$ cat config.mk
export PLATFORM = sky130hd
export DESIGN_NAME = three_way_quicksort
export DESIGN_NICKNAME = d
export VERILOG_FILES = /design/src/rtl/tws_pkg.sv /design/src/rtl/three_way_quicksort.sv /design/src/rtl/tws_range_stack.sv /design/src/rtl/tws_core.sv
export SDC_FILE = /design/constraint.sdc
export NUM_CORES = 2
export LEC_CHECK = 0
export BUFFER_PORTS_ARGS = -buffer_cell sky130_fd_sc_hd__clkbuf_2
export CAP_MARGIN = 25
export CORE_MARGIN = 4
export CORE_UTILIZATION = 42
export DETAILED_ROUTE_END_ITERATION = 6
export GPL_TIMING_DRIVEN = 0
export PLACE_DENSITY = 0.66
export SLEW_MARGIN = 20
export SYNTH_ARGS = -nofsm -noshare
export SYNTH_HDL_FRONTEND = slang
export SYNTH_HIERARCHICAL = 1
export SYNTH_SLANG_ARGS = --single-unit
$ cat constraint.sdc
create_clock -name clk_i -period 4.95 [get_ports clk_i]
set_input_delay 0.495 -clock clk_i [delete_from_list [all_inputs] [get_ports clk_i]]
set_output_delay 0.495 -clock clk_i [all_outputs]
set_load 0.1 [all_outputs]
$ cat src/rtl/tws_pkg.sv
// Shared types and sizes for the three-way quicksort block.
package tws_pkg;

  localparam int unsigned MAX_ITEMS = 64;
  localparam int unsigned KEY_WIDTH = 32;
  localparam int unsigned IDX_W     = $clog2(MAX_ITEMS);
  localparam int unsigned CNT_W     = $clog2(MAX_ITEMS + 1);

  typedef logic [KEY_WIDTH-1:0] key_t;
  typedef logic [IDX_W-1:0]     idx_t;
  typedef logic [CNT_W-1:0]     cnt_t;

  // One pending range of the store, both ends inclusive.
  typedef struct packed {
    idx_t lo;
    idx_t hi;
  } range_t;

  typedef struct packed {
    logic   push;
    logic   pop;
    range_t data;
  } stack_cmd_t;

  // Result offered by the sequencer to the output register.
  typedef struct packed {
    logic valid;
    key_t key;
    logic last;
    logic ovf;
  } emit_t;

endpackage

$ cat src/rtl/three_way_quicksort.sv
// Top level of the batch key sorter: sequencer, range stack and output register.
//
// Keys enter one per cycle into a 64-entry store while the block is loading;
// the key flagged final closes the batch (keys past 64 are dropped and the
// whole batch is then flagged overflow). The batch is sorted in place with a
// three-way partition on a single store with one write and one registered
// read port: each partition pops a range, takes its first key as the pivot,
// then reads every other key, leaves keys equal to the pivot in place, swaps
// the others to the low or high end and pushes the sides that hold two keys
// or more; keys already in order are the slow case. Results then leave one
// at a time, each read from the store before it is offered; in_stall_o stays
// high from the final key until the last result has entered the output register.
module three_way_quicksort (
  input  logic                                 clk_i,
  input  logic                                 rst_ni,
  input  logic                                 in_valid_i,
  output logic                                 in_stall_o,
  input  logic signed [tws_pkg::KEY_WIDTH-1:0] key_i,
  input  logic                                 final_key_i,
  output logic                                 out_valid_o,
  input  logic                                 out_stall_i,
  output logic signed [tws_pkg::KEY_WIDTH-1:0] sorted_key_o,
  output logic                                 end_of_run_o,
  output logic                                 overflow_o
);
  import tws_pkg::*;

  emit_t      emit;
  stack_cmd_t stack_cmd;
  logic       stack_empty;
  range_t     stack_top;
  logic       out_free;

  logic       out_valid_q;
  key_t       out_key_q;
  logic       out_last_q;
  logic       out_ovf_q;

  assign out_free = !out_valid_q || !out_stall_i;

  tws_core u_core (
    .clk_i         (clk_i),
    .rst_ni        (rst_ni),
    .in_valid_i    (in_valid_i),
    .in_stall_o    (in_stall_o),
    .key_i         (key_t'(key_i)),
    .final_key_i   (final_key_i),
    .out_free_i    (out_free),
    .emit_o        (emit),
    .stack_cmd_o   (stack_cmd),
    .stack_empty_i (stack_empty),
    .stack_top_i   (stack_top)
  );

  tws_range_stack u_stack (
    .clk_i   (clk_i),
    .rst_ni  (rst_ni),
    .cmd_i   (stack_cmd),
    .empty_o (stack_empty),
    .top_o   (stack_top)
  );

  always_ff @(posedge clk_i or negedge rst_ni) begin
    if (!rst_ni) begin
      out_valid_q <= 1'b0;
    end else if (out_free) begin
      out_valid_q <= emit.valid;
    end
  end

  always_ff @(posedge clk_i) begin
    if (out_free && emit.valid) begin
      out_key_q  <= emit.key;
      out_last_q <= emit.last;
      out_ovf_q  <= emit.ovf;
    end
  end

  assign out_valid_o  = out_valid_q;
  assign sorted_key_o = $signed(out_key_q);
  assign end_of_run_o = out_last_q;
  assign overflow_o   = out_ovf_q;

endmodule

$ cat src/rtl/tws_range_stack.sv
// Stack of pending ranges held in a synchronous memory with a registered top read.
module tws_range_stack (
  input  logic                clk_i,
  input  logic                rst_ni,
  input  tws_pkg::stack_cmd_t cmd_i,
  output logic                empty_o,
  output tws_pkg::range_t     top_o
);
  import tws_pkg::*;

  range_t mem [MAX_ITEMS];
  cnt_t   depth_q, depth_d;
  range_t top_q;
  logic   full;

  assign full    = (depth_q == cnt_t'(MAX_ITEMS));
  assign empty_o = (depth_q == '0);
  assign top_o   = top_q;

  always_comb begin
    depth_d = depth_q;
    if (cmd_i.pop && !empty_o) begin
      depth_d = depth_q - cnt_t'(1);
    end else if (cmd_i.push && !full) begin
      depth_d = depth_q + cnt_t'(1);
    end
  end

  always_ff @(posedge clk_i or negedge rst_ni) begin
    if (!rst_ni) begin
      depth_q <= '0;
    end else begin
      depth_q <= depth_d;
    end
  end

  always_ff @(posedge clk_i) begin
    if (cmd_i.push && !cmd_i.pop && !full) begin
      mem[idx_t'(depth_q)] <= cmd_i.data;
    end
    if (cmd_i.pop && !empty_o) begin
      top_q <= mem[idx_t'(depth_q - cnt_t'(1))];
    end
  end

endmodule

$ cat src/rtl/tws_core.sv
// Key store, load logic and the partition/emit sequencer.
module tws_core (
  input  logic                clk_i,
  input  logic                rst_ni,
  input  logic                in_valid_i,
  output logic                in_stall_o,
  input  tws_pkg::key_t       key_i,
  input  logic                final_key_i,
  input  logic                out_free_i,
  output tws_pkg::emit_t      emit_o,
  output tws_pkg::stack_cmd_t stack_cmd_o,
  input  logic                stack_empty_i,
  input  tws_pkg::range_t     stack_top_i
);
  import tws_pkg::*;

  localparam logic [3:0] S_LOAD  = 4'd0;
  localparam logic [3:0] S_START = 4'd1;
  localparam logic [3:0] S_POP   = 4'd2;
  localparam logic [3:0] S_POPW  = 4'd3;
  localparam logic [3:0] S_PIV   = 4'd4;
  localparam logic [3:0] S_RDI   = 4'd5;
  localparam logic [3:0] S_CMP   = 4'd6;
  localparam logic [3:0] S_SWL   = 4'd7;
  localparam logic [3:0] S_WRL   = 4'd8;
  localparam logic [3:0] S_SWG   = 4'd9;
  localparam logic [3:0] S_WRG   = 4'd10;
  localparam logic [3:0] S_PUSH1 = 4'd11;
  localparam logic [3:0] S_PUSH2 = 4'd12;
  localparam logic [3:0] S_EMRD  = 4'd13;
  localparam logic [3:0] S_EMLD  = 4'd14;

  logic [3:0] state_q, state_d;
  cnt_t       count_q, count_d;
  logic       dropped_q, dropped_d;
  cnt_t       lt_q, lt_d;
  cnt_t       i_q, i_d;
  cnt_t       gtp_q, gtp_d;     // upper bound plus one
  idx_t       lo_q, lo_d;
  idx_t       hi_q, hi_d;
  idx_t       e_q, e_d;
  key_t       pivot_q, pivot_d;
  key_t       cur_q, cur_d;

  key_t       mem [MAX_ITEMS];
  key_t       rd_q;
  logic       we, re;
  idx_t       wa, ra;
  key_t       wd;

  logic       in_xfer;
  idx_t       gt_idx;

  assign in_stall_o = (state_q != S_LOAD);
  assign in_xfer    = in_valid_i && !in_stall_o;
  assign gt_idx     = idx_t'(gtp_q - cnt_t'(1));

  always_comb begin
    state_d     = state_q;
    count_d     = count_q;
    dropped_d   = dropped_q;
    lt_d        = lt_q;
    i_d         = i_q;
    gtp_d       = gtp_q;
    lo_d        = lo_q;
    hi_d        = hi_q;
    e_d         = e_q;
    pivot_d     = pivot_q;
    cur_d       = cur_q;
    we          = 1'b0;
    wa          = '0;
    wd          = '0;
    re          = 1'b0;
    ra          = '0;
    stack_cmd_o = '0;
    emit_o      = '0;

    unique case (state_q)
      S_LOAD: begin
        if (in_xfer) begin
          if (count_q < cnt_t'(MAX_ITEMS)) begin
            we      = 1'b1;
            wa      = idx_t'(count_q);
            wd      = key_i;
            count_d = count_q + cnt_t'(1);
          end else begin
            dropped_d = 1'b1;
          end
          if (final_key_i) begin
            state_d = S_START;
          end
        end
      end
      S_START: begin
        if (count_q > cnt_t'(1)) begin
          stack_cmd_o.push    = 1'b1;
          stack_cmd_o.data.lo = '0;
          stack_cmd_o.data.hi = idx_t'(count_q - cnt_t'(1));
        end
        state_d = S_POP;
      end
      S_POP: begin
        if (stack_empty_i) begin
          e_d     = '0;
          state_d = S_EMRD;
        end else begin
          stack_cmd_o.pop = 1'b1;
          state_d         = S_POPW;
        end
      end
      S_POPW: begin
        lo_d    = stack_top_i.lo;
        hi_d    = stack_top_i.hi;
        lt_d    = cnt_t'(stack_top_i.lo);
        gtp_d   = cnt_t'(stack_top_i.hi) + cnt_t'(1);
        re      = 1'b1;
        ra      = stack_top_i.lo;
        state_d = S_PIV;
      end
      S_PIV: begin
        // first element is the pivot itself: skip its compare
        pivot_d = rd_q;
        i_d     = lt_q + cnt_t'(1);
        state_d = S_RDI;
      end
      S_RDI: begin
        if (i_q < gtp_q) begin
          re      = 1'b1;
          ra      = idx_t'(i_q);
          state_d = S_CMP;
        end else begin
          state_d = S_PUSH1;
        end
      end
      S_CMP: begin
        cur_d = rd_q;
        if (rd_q == pivot_q) begin
          i_d     = i_q + cnt_t'(1);
          state_d = S_RDI;
        end else if ($signed(rd_q) < $signed(pivot_q)) begin
          re      = 1'b1;
          ra      = idx_t'(lt_q);
          state_d = S_SWL;
        end else begin
          re      = 1'b1;
          ra      = gt_idx;
          state_d = S_SWG;
        end
      end
      S_SWL: begin
        we      = 1'b1;
        wa      = idx_t'(lt_q);
        wd      = cur_q;
        state_d = S_WRL;
      end
      S_WRL: begin
        // read data still holds the old low-side key
        we      = 1'b1;
        wa      = idx_t'(i_q);
        wd      = rd_q;
        lt_d    = lt_q + cnt_t'(1);
        i_d     = i_q + cnt_t'(1);
        state_d = S_RDI;
      end
      S_SWG: begin
        we      = 1'b1;
        wa      = idx_t'(i_q);
        wd      = rd_q;
        state_d = S_WRG;
      end
      S_WRG: begin
        we      = 1'b1;
        wa      = gt_idx;
        wd      = cur_q;
        gtp_d   = gtp_q - cnt_t'(1);
        state_d = S_RDI;
      end
      S_PUSH1: begin
        if (lt_q > cnt_t'(lo_q) + cnt_t'(1)) begin
          stack_cmd_o.push    = 1'b1;
          stack_cmd_o.data.lo = lo_q;
          stack_cmd_o.data.hi = idx_t'(lt_q - cnt_t'(1));
        end
        state_d = S_PUSH2;
      end
      S_PUSH2: begin
        if (cnt_t'(hi_q) > gtp_q) begin
          stack_cmd_o.push    = 1'b1;
          stack_cmd_o.data.lo = idx_t'(gtp_q);
          stack_cmd_o.data.hi = hi_q;
        end
        state_d = S_POP;
      end
      S_EMRD: begin
        re      = 1'b1;
        ra      = e_q;
        state_d = S_EMLD;
      end
      S_EMLD: begin
        emit_o.valid = 1'b1;
        emit_o.key   = rd_q;
        emit_o.last  = (e_q == idx_t'(count_q - cnt_t'(1)));
        emit_o.ovf   = dropped_q;
        if (out_free_i) begin
          if (emit_o.last) begin
            count_d   = '0;
            dropped_d = 1'b0;
            state_d   = S_LOAD;
          end else begin
            e_d     = e_q + idx_t'(1);
            state_d = S_EMRD;
          end
        end
      end
      default: begin
        state_d = S_LOAD;
      end
    endcase
  end

  always_ff @(posedge clk_i or negedge rst_ni) begin
    if (!rst_ni) begin
      state_q   <= S_LOAD;
      count_q   <= '0;
      dropped_q <= 1'b0;
      lt_q      <= '0;
      i_q       <= '0;
      gtp_q     <= '0;
      lo_q      <= '0;
      hi_q      <= '0;
      e_q       <= '0;
    end else begin
      state_q   <= state_d;
      count_q   <= count_d;
      dropped_q <= dropped_d;
      lt_q      <= lt_d;
      i_q       <= i_d;
      gtp_q     <= gtp_d;
      lo_q      <= lo_d;
      hi_q      <= hi_d;
      e_q       <= e_d;
    end
  end

  always_ff @(posedge clk_i) begin
    pivot_q <= pivot_d;
    cur_q   <= cur_d;
  end

  always_ff @(posedge clk_i) begin
    if (we) begin
      mem[wa] <= wd;
    end
    if (re) begin
      rd_q <= mem[ra];
    end
  end

endmodule

# [After elaboration in Yosys (flattened, before gate mapping)]
# Memory sizes are Yosys's and may differ from the RTL's. A register that Yosys moved wholly into a read port is not among the register bits.
# Cells that the tools add are included.
[op_classes] addsub=11 order_cmp=6 eq_ne=26 n_mux=60 n_reduce_logical=33
[op_table] op="32-bit one-hot mux with 3 select lines" n=1
[op_table] op="32-bit two-way mux" n=2
[op_table] op="6-bit two-way mux" n=9
[op_table] op="7-bit two-way mux" n=7
[op_table] op="4-bit one-hot mux with 12 select lines" n=1
[op_table] op="6-bit one-hot mux with 4 select lines" n=2
[op_table] op="7-bit one-hot mux with 2 select lines" n=3
[op_table] op="12-bit one-hot mux with 3 select lines" n=1
[op_table] op="35-bit two-way mux" n=1
[op_table] op="32-bit == test" n=1
[op_table] op="32-bit < comparator" n=1
[op_table] op="4-bit two-way mux" n=8
[op_table] op="7-bit by 1-bit adder with 7-bit output, second input constant" n=4
[op_table] op="4-bit == test, second input constant" n=7
[op_table] op="12-bit two-way mux" n=2
[op_table] op="7-bit one-hot mux with 3 select lines" n=1
[op_table] op="1-bit two-way mux" n=17
[op_table] op="4-bit by 3-bit == test with 1-bit output, second input constant" n=4
[op_table] op="6-bit by 1-bit adder with 7-bit output, second input constant" n=2
[op_table] op="7-bit by 1-bit subtractor with 7-bit output, second input constant" n=2
[op_table] op="6-bit one-hot mux with 2 select lines" n=1
[op_table] op="6-bit by 1-bit subtractor with 6-bit output, second input constant" n=2
[op_table] op="2-bit by 1-bit inequality test with 1-bit output, second input constant" n=5
[op_table] op="5-bit AND reduction" n=2
[op_table] op="other kinds (27)" n=50
[totals] regBits=157 ramBits=2816 input_bits=37 out_inout_bits=36 elab_cells=154 n_memories=2
[memory_table] memory="u_core.mem" depth=64 width=32 rd=1 rd_clocked_by_memory_dff=1 wr=1 line_no="tws_core.sv:45" rtl="key_t mem [MAX_ITEMS];"
[memory_table] memory="u_stack.mem" depth=64 width=12 rd=1 rd_clocked_by_memory_dff=1 wr=1 line_no="tws_range_stack.sv:11" rtl="range_t mem [MAX_ITEMS];"

# [Logic depth before layout (Yosys ltp)]
[depth] ltp_word=8 mapped_depth=21 mapped_depth_nobuf=15

# [Modules after synthesis]
# Netlist, hierarchy kept.
[by_module_without_submodules] module="tws_core" n_inst=1 cells_per_inst=4725 area_each_um2=86389.1 seq_area_each_um2=65658.0
[by_module_without_submodules] module="tws_range_stack" n_inst=1 cells_per_inst=1497 area_each_um2=30918.4 seq_area_each_um2=23597.6
[by_module_without_submodules] module="three_way_quicksort" n_inst=1 cells_per_inst=38 area_each_um2=1068.5 seq_area_each_um2=1046.0

# [Worst setup path before layout]
# No wires, ideal clock.
[synth_timing] kind="register to register" startpoint="reg u_core.lo_q[1]" endpoint="mem u_stack/mem[0][11] (netlist bit) (data pin)" setup_time_ns=0.703 arrival_time_ns=4.767 required_time_ns=4.247 path_slack_ns=-0.519 stages_incl_launch_ff=12 path_buffers=0 synth_period_minus_slack_ns=5.469 path_cell_list="dfrtp_1 > ha_1 > inv_1 > ha_1 > nor2b_1 > o21ai_0 > nand2b_1 > a21oi_1 > o21ai_0 > nor4b_1 > inv_1 > o21ai_0"
[synth_rtl] element="start: declaration" line_no="tws_core.sv:39" rtl="idx_t lo_q, lo_d;"
[synth_rtl] element="start signal: assignment" line_no="tws_core.sv:239" rtl="lo_q <= lo_d;"
[synth_rtl] element="end: declaration" line_no="tws_range_stack.sv:11"

# [Worst setup path in the final report]
[layout_timing] startpoint="reg u_core.rd_q[28] (read register of u_core.mem)" endpoint="reg u_core.rd_q[2] (read register of u_core.mem) (data pin)"
[layout_between] elab_chain_len=4 elab_cells_between_ends=7 classes_between="1 x order compare; 1 x eq/ne; 5 x mux"
[layout_lines] element="start: declaration" line_no="tws_core.sv:46" rtl="key_t rd_q;"
[layout_lines] element="32-bit < comparator" line_no="tws_core.sv:140" rtl="end else if ($signed(rd_q) < $signed(pivot_q)) begin"
[layout_lines] element="6-bit two-way mux" line_no="tws_core.sv:140"
[layout_lines] element="6-bit two-way mux" line_no="tws_core.sv:137" rtl="if (rd_q == pivot_q) begin"
[layout_lines] element="6-bit one-hot mux with 4 select lines" line_no="tws_core.sv:78" rtl="unique case (state_q)"
# Parallel ways exist; a longest one is shown, timed or not.
# A chain may end at the register's enable or synchronous reset.

==> flow_summary_export.csv <==
group,metric,value,unit
clock_tree,cts_tree,"yes",
synthesis,yosys.area.top_type,"edfxtp_1",
sta,min_period_over_period,107,%
floorplanning,fp.dieArea,290000,sq um
place,place_ws,-2.64,ns
detailed_routing,via_count,67500,
pwr,power_density,655,nW/um^2
setup_path,worstSetupPathType,"flip-flop to flip-flop",
clock_tree,cts.path.max_buffers,4,
floorplanning,core_area,280000,sq um
sta,finalHoldViolCount,0,
synthesis,ys_ff_latch,3017,
clock_tree,clk_pin_slew,0.07,ns
synthesis,synth_edf_count,2958,
detailed_routing,vias_per_cell,6.15,
sta,layout_setup_ws,-0.339,ns
grt,grt_pass1_wl,490000,um
clock_tree,cts_sinks,3017,
grt,grt_pass1_vias,66000,
synthesis,synth_top_area_share,75.0,%
min_path,whs_path_depth,4,
synthesis,syn-cell-area,118000,sq um
sta,slew_headroom,25.8,%
run_status,failed_checks,"DRC, setup timing",
synthesis,yosys_warnings,6,
flow_run,maxCapViolCount,0,
detailed_routing,drtPass1Iterations,7,
finish,areaGrowthSynthToFinish,21.1,%
pwr,netSwitchingFraction,37.0,%
floorplanning,ios,73,
synthesis,yosysUniqueCellTypes,83,
pwr,cellLeakagePower,46.3,nW
synthesis,syn_inst,6260,
grt,grt_util_all_layers,23.3,%
pwr,pwr-share-clk,24.9,%
place,portBuffers,72,
detailed_routing,routed_wl,348000,um
finish,nets,7085,
sta,fmaxAchievable,189,MHz
clock_tree,htree_levels,5,
place,dp_hpwl,234000,um
setup_path,path_cells,"buf_6 -> ha_4 -> nand4_1 -> nor4_4 -> nor4bb_4 -> buf_12 -> nand2b_4 -> buf_6 -> nor2_4 -> mux2i_4 -> buf_6 -> and2_4 -> buf_12 -> buf_16 -> buf_16 -> buf_12 -> buf_8 -> mux4_2 -> a22oi_2 -> a21boi_4 -> or4_1",
setup_path,arrival,5.96,ns
sta,holdWs,0.166,ns
floorplanning,start_util,42.3,%
setup_path,crit_path_end_kind,"flip-flop",
sta,rsz0062_at_grt,"true",
sta,tightestPinTransition,1.11,ns
place,gp_congestion,0.944,
setup_path,cp_max_fo,7,
setup_path,critPathTopFamily,"simple AND/OR/NAND/NOR gates",
grt,grt_max_degree,65,
setup_path,critPathRequiredTime,5.62,ns
synthesis,syn_nets,6361,
finish,post-route-util,51.2,%
finish,fillerInstances,21500,
synthesis,yosys_most_used_dff,"edfxtp_1",
finish,layout-drive-gt1-share,30.2,%
finish,multi_input_area,28900,sq um
sta,tns,-8.37,ns
synthesis,synthArstFlopShare,1.96,%
pwr,switching_power,34.7,mW
sta,fin_skew,0.0988,ns
pwr,ir_drop,0.000363,V
floorplanning,die_width,539,um
clock_tree,cts_root_buffer,"clkbuf_16",
detailed_routing,dr.first_iter.drc_count,10100,
finish,regArea,90300,sq um
synthesis,yosysSeqAreaShare,76.3,%
grt,antenna_found_initial,38,
pwr,seqPwrFrac,34.4,%
pwr,combPwrFrac,40.7,%
clock_tree,clk_latency,0.95,ns
grt,overflow,0,
synthesis,synth_area_leaders,"edfxtp_1 75%, mux4_2 11%, a22oi_1 1.9%",
detailed_routing,drc_errors,2,
floorplanning,std_cell_rows,194,
synthesis,syn_area_per_cell,18.9,sq um
setup_path,cp_num_cells,21,
synthesis,synth_most_common_cell,"edfxtp_1",
setup_path,worst-path-buf-inv,9,
setup_path,cp_slowest_cell,"or4_1",
synthesis,yosys-top-cells-count,"2958 x edfxtp_1, 579 x mux4_2, 553 x nand2_1, 303 x a22oi_1, 296 x a21oi_1",
setup_path,slowest_delay,0.55,ns
sta,slew_violations,0,
sta,final-setup-viol-count,32,
run_status,outcome,"finished, violations left",
floorplanning,dieHeight,539,um
pwr,fin_total_pwr,93.9,mW
sta,min_period,5.29,ns
clock_tree,numCtsBuffers,311,
setup_path,ff2ff_path_depth,21,
pwr,p_int,59.2,mW
detailed_routing,wl_per_cell,31.7,um
min_path,hp-class,"input pin to flip-flop",
detailed_routing,ant_nets,0,
setup_path,worstSetupStartpointType,"flip-flop",
-- power groups by stage --
| stage | Clock, mW | Sequential, mW | Combinational, mW |
|---|---|---|---|
| after detailed placement | 0 | 33.1 | 31.7 |
| after global routing | 24.7 | 32.4 | 39.5 |
| after floorplan | 0 | 32.8 | 18.0 |
| after global placement | 0 | 33.4 | 29.9 |
| after CTS | 23.6 | 32.3 | 36.6 |
| final | 23.3 | 32.3 | 38.2 |
-- routing by layer --
layer | share of wire (%) | track usage, % | vias to the layer above
li1 | - | - | 27100
met1 | 37 | 31.3 | 35400
met2 | 47 | 36.2 | 4205
met3 | 11 | 5.45 | 785
met4 | 5.5 | 11.1 | 22
met5 | 0.043 | 0 | -
-- cells in the final DEF, fill, tap and decap left out, types with 65 or more instances in the layout --
master	Yosys	final
nand2_1	553	549
buf_16	0	93
clkbuf_16	0	318
a22oi_1	303	139
mux4_2	579	579
nand3_1	93	91
edfxtp_1	2958	2958
and2_1	67	65
clkbuf_2	0	126
a22oi_2	0	164
buf_4	27	141
clkbuf_1	208	168
buf_12	1	129
nor2_4	0	101
a21oi_1	296	247
nor2_1	230	101
-- area by class of cell --
class                   instances  area share, %
flip-flops and latches       3017           63.0
clock buffers                 378           5.66
inverters                      99          0.293
diodes                         34         0.0594
multi-input cells            2776           20.2
clock inverters               173           1.36
repair buffers                414           4.30
plain buffers                 365           1.93
well taps                    3724           3.25
-- flip-flops by register name, summed over array words and instances (netlist names) --
register / cells
u_core/state_q: 4
u_core/cur_q: 32
u_core/mem: 2048
u_stack/depth_q: 7
u_core/dropped_q: 1
sorted_key_o: 32
out_valid_o: 1
u_core/pivot_q: 32
overflow_o: 1
end_of_run_o: 1
u_core/gtp_q: 7
u_core/i_q: 7
u_stack/mem: 768
u_core/count_q: 7
u_core/lt_q: 7
u_core/lo_q: 6
u_stack/top_o: 12
u_core/hi_q: 6
u_core/e_q: 6
u_core/rd_q: 32
-- cells by family after synthesis --
kind of cell | share of synthesized area [%]
AOI/OAI and AO/OA | 5.73
xor gates and xnor gates | 0.311
adders and majority gates | 0.676
buffers and inverters | 1.78
DFF | 76.3
muxes | 11.1
and+or+nand+nor | 4.08
-- worst min-delay path: stages --
cell and delay, ns:
clkbuf_2 0.13, a21oi_1 0.17, a21oi_1 0.08, o21a_1 0.11
-- final timing paths --
kind                            slack (ns)                        endpoint                    startpoint
worst max-delay path                 -0.34        u_core/rd_q[2]$_DFFE_PP_     u_core/rd_q[28]$_DFFE_PP_
worst min-delay path                  0.17   u_core/state_q[0]$_DFFE_PN0P_                   final_key_i
worst max register to register       -0.34        u_core/rd_q[2]$_DFFE_PP_     u_core/rd_q[28]$_DFFE_PP_
worst min register to register        0.48    u_core/dropped_q$_DFFE_PN0P_  u_core/dropped_q$_DFFE_PN0P_
max in group asynchronous             4.10       u_core/e_q[4]$_DFFE_PN0P_                        rst_ni
min in group asynchronous             0.26  u_stack/depth_q[5]$_DFFE_PN0P_                        rst_ni
-- through the flow --
step / cells / instance area, sq um
6_report: 11000 / 143000
5_1_grt: 11000 / 143000
4_1_cts: 10900 / 142000
3_5_place_dp: 10200 / 128000
3_3_place_gp: 10100 / 123000
2_1_floorplan: 6260 / 118000
-- timing repair --
| action | 4_1_cts | 5_1_grt |
|---|---|---|
| resized for setup | 736 | 119 |
| gates cloned | 13 | 4 |
| endpoints found under the hold margin | 60 | 0 |
| hold buffers | 2 | 0 |
| setup buffers | 97 | 54 |
| endpoints found under the setup margin | 936 | 176 |
| pin swaps | 131 | 72 |
Power figures use the tool's default switching activity.
